$ cat src/hw/rtl/pgu_ram.sv
// Generic simple dual-port RAM with one write port and one registered read port.
`timescale 1ns / 1ps
module pgu_ram #(
  parameter int WIDTH = 8,
  parameter int DEPTH = 256
) (
  input  logic                     clk_i,
  input  logic                     we_i,
  input  logic [$clog2(DEPTH)-1:0] waddr_i,
  input  logic [WIDTH-1:0]         wdata_i,
  input  logic [$clog2(DEPTH)-1:0] raddr_i,
  output logic [WIDTH-1:0]         rdata_o
);

  logic [WIDTH-1:0] mem_q [DEPTH];
  logic [WIDTH-1:0] rdata_q;

  always_ff @(posedge clk_i) begin
    if (we_i) begin
      mem_q[waddr_i] <= wdata_i;
    end
    rdata_q <= mem_q[raddr_i];
  end

  assign rdata_o = rdata_q;

endmodule

$ cat config.mk
export PLATFORM = sky130hd
export DESIGN_NAME = pgu_ram
export DESIGN_NICKNAME = d
export VERILOG_FILES = /design/src/hw/rtl/pgu_ram.sv
export SDC_FILE = /design/constraint.sdc
export NUM_CORES = 2
export LEC_CHECK = 0
export ABC_AREA = 0
export BUFFER_PORTS_ARGS = -buffer_cell sky130_fd_sc_hd__clkbuf_2
export CORE_MARGIN = 2
export CORE_UTILIZATION = 40
export DETAILED_ROUTE_END_ITERATION = 8
export GPL_TIMING_DRIVEN = 0
export PLACE_DENSITY = 0.61
export REMOVE_ABC_BUFFERS = 1
export SETUP_SLACK_MARGIN = 0.5
export SYNTH_ARGS = -nofsm -noshare
export SYNTH_HDL_FRONTEND = slang
export SYNTH_SLANG_ARGS = --single-unit
export TNS_END_PERCENT = 50
$ cat constraint.sdc
create_clock -name clk_i -period 6.2 [get_ports clk_i]
set_input_delay 1.86 -clock clk_i [delete_from_list [all_inputs] [get_ports clk_i]]
set_output_delay 1.86 -clock clk_i [all_outputs]
set_load 0.01 [all_outputs]
==> impl_results.md <==
* DP HPWL at between 100,000 and 150,000 um
* Startpoint types: primary input
* Sequential share of power at 0.548
* Most common cell on crit path: buf_16
* GRT Overall Usage at 0.186
* WL per Instance at 28.7 um
* Data arrival, critical path at just over 6 ns
* Clk network pwr share at 0.403
* Critical Path Start: raddr_i[1]
* Area leader, netlist: edfxtp_1
* Worst hold path class: register to register
* Crit-path max cell delay at between 0.6 and 0.7 ns
* Area Overhead vs Synth at 12.1%
* Total number of vias at about 38k
* RR Startpoint: mem_q[27][3]
* Async SR Flop Fraction at 0
* Critical Path RT at roughly 7 ns
* Worst path buffer plus inverter count at 5
* Num rows at between 150 and 200
* Final net count at about 3.8k
* Post-synth top area share at 0.773
* P_sw at approximately 6 mW
* Fin util at 0.452
* Power consumption at 28.0 mW
* Routed WL at about 190,000 um
* Final setup viols at 0
* Buffers on Ports at 33
* CP Max Fanout at 80
* Crit path max-delay cell type: nor3_1
* Iteration-0 DRC Markers at 4,648
* Most frequent cells in the layout: edfxtp_1, mux4_2, nor2_1
* First-pass GRT wire length at 273,000 um
* Comb pwr share at 0.049
* Initial Utilization at 0.403
* Commonest non-fill, non-tap cell in the layout: edfxtp_1
* Worst clock skew at 0.0248 ns
* Congestion Overflow GR at 0
* Antenna violations before repair at 9
* Max-slew violations at 0
* H-Tree Depth at 4
* RSZ-0062 raised after global routing: no
* Setup bufs post-CTS at 0
* Clk_lat worst skew at slightly above 0.8 ns
* FF+latch count, synth at roughly 2.1k
* CTS root buf: clkbuf_16
* Fillers at 16.6k
* Number of CTS-inserted buffers at about 200
* Hold WS at between 1 and 1.5 ns
* Max_slew headroom at 0.105
* Critical path, cell by cell: clkbuf_8 -> buf_16 -> buf_16 -> buf_16 -> buf_16 -> mux4_2 -> a22o_1 -> a221oi_1 -> o32ai_1 -> nor3_1 -> nor4_1
* Core area at 197,000 um2
* Synth area leaders: edfxtp_1, mux4_2, mux2i_1, nor2_1, a22oi_1
* Finished Cell Area at just under 90,000 um2
* Sw frac at 0.214
* DR pass1 iterations at 5
* Clock Pin Slew Worst Setup and Hold Paths at approximately 0.060 ns
* Die Width at roughly 450 um
* Reg2reg setup slack at between 3 and 4 ns
* Largest net degree at the start of global routing at about 150
* Post-synthesis sequential area ratio at 0.775
* CTS max path bufs at 3
* Final ANT Viol Nets at 0
* Final worst-path cycle share at 0.887
* Post-Place Cell Area at ~83,000 um2
* Post-Syn Instances at roughly 3.7k
* Drt via density at between 5 and 6
* Post-synth top flop: edfxtp_1
* Post-layout min period at 5.50 ns
* Fin. Hold Viols at 0
* Power density cells at ~310 nW/um2
* Worst Tran Pin Value at 1.33 ns
* Die Footprint at 202,000 um2
* Count of different cell masters after synthesis at between 50 and 60
* Layout cell share with drive strength beyond 1 at 0.212
* I/O pins at 34
* Hold Startpoint: mem_q[32][5]
* Critical path class: primary input to register
* Status: complete, no violations
* Synth warn at 0
* EDFF count, synth at between 2k and 2.5k
* Gp weighted congestion at 0.792
* Internal Power at 22.0 mW
* Max_cap viols at 0
* FMAX at around 0.18 GHz
* Synthesized area at 79,600 um2
* Sink Count at slightly above 2k
* Die Y at 450 um
* Leakage power at about 27 nW
* Number of global-route vias before repair at approximately 38k
* Mapped Avg Cell Area at 21.3 um2
* Setup crit end kind: register
* DR DRC count at 0
* Maximum VDD drop at roughly 0.29 mV
* Kind of cell adding the most delay to the critical path: buffers and inverters
* CTS tree: built
==> power by group through the flow <==
stage / logic, mW / registers (mW) / clock network (mW)
floorplan: 0.538 / 15.6 / 0
global placement: 1.91 / 15.7 / 0
detailed placement: 1.39 / 15.6 / 0
CTS: 1.39 / 15.3 / 11.5
global route: 1.45 / 15.3 / 12.0
finish: 1.37 / 15.3 / 11.3
==> cell type report <==
type	count	area (um2)	area share
Sequential cell	2056	61700	0.691
Multi-Input combinational cell	1442	16600	0.186
Clock buffer	261	5320	0.0596
Tap cell	2640	3300	0.0370
Timing Repair Buffer	95	1670	0.0187
Clock inverter	106	661	0.00740
Antenna cell	7	17.5	0.000196
Inverter	2	7.51	0.0000841
==> routing by layer <==
metal  vias up  share of wire  GRT usage
li1      15855              -          -
met1     20183           0.40      0.252
met2      1349           0.50      0.304
met3       303          0.069     0.0356
met4         2          0.030     0.0600
met5         -       0.000069          0
==> state kept, by name, indices dropped and copies added (netlist names) <==
register	cells
mem_q	2048
rdata_o	8
==> through the flow <==
step / std cells / setup WS (ns) / setup TNS [ns]
final: 6609 / 0.698 / 0
after global routing: 6605 / 0.508 / 0
after CTS: 6602 / 0.515 / 0
after detailed placement: 6235 / -0.612 / -2.20
after global placement: 6173 / -18.59 / -850.85
after floorplan: 3500 / 1.93 / 0
==> repair_timing <==
item	CTS	global route
endpoints found under the hold margin	0	0
setup endpoints to repair	2	1
cloned	0	0
hold buffers	0	0
resized for setup	2	1
==> kinds of logic (layout without fill, tap and decap cells) <==
| kind of cell | after synthesis | in the layout | synth area share |
|---|---|---|---|
| other cells | 0 | 7 | 0 |
| simple gates | 466 | 466 | 0.0263 |
| compound gates | 385 | 385 | 0.0342 |
| flops | 2056 | 2056 | 0.775 |
| buf+inv | 235 | 464 | 0.0183 |
| mux | 591 | 591 | 0.146 |
==> synth_stat cells (2+ instances only) <==
cell	number
mux2i_1	134
a21oi_1	96
buf_6	21
buf_4	27
a221oi_1	13
nor2_1	282
o221ai_1	46
a2111oi_1	2
o22a_1	5
o21ai_1	2
o32ai_1	4
mux4_2	454
nand3_1	34
o21ai_0	10
buf_2	31
a31oi_1	2
a311oi_1	2
nand2b_1	8
buf_8	13
nor3_1	22
and2_1	6
nor4_1	24
a22o_1	8
a2111oi_0	2
clkbuf_1	111
and3b_1	2
buf_1	22
nand4_1	10
o211ai_1	10
or2_2	4
o22ai_1	28
edfxtp_1	2048
a211oi_1	16
buf_12	8
mux4_1	2
nand3b_1	2
nor4_2	3
nand2_1	33
a22oi_1	133
dfxtp_1	8
nor2b_1	31
==> worst reg2reg max path: stages, from the launching register on <==
cell and delay (ns):
edfxtp_1 0.35, mux4_2 0.48, a22o_1 0.25, a221oi_1 0.59, o221ai_1 0.30, a211oi_1 0.74
nor4_1 0.11
==> path summary, 6_finish.rpt <==
check / to / depth (start not counted)
min: rdata_o[5] / 6
min reg2reg: rdata_o[5] / 6
max: rdata_o[3] / 11
max reg2reg: rdata_o[3] / 6
No activity file was read; power rests on OpenSTA's default activity.
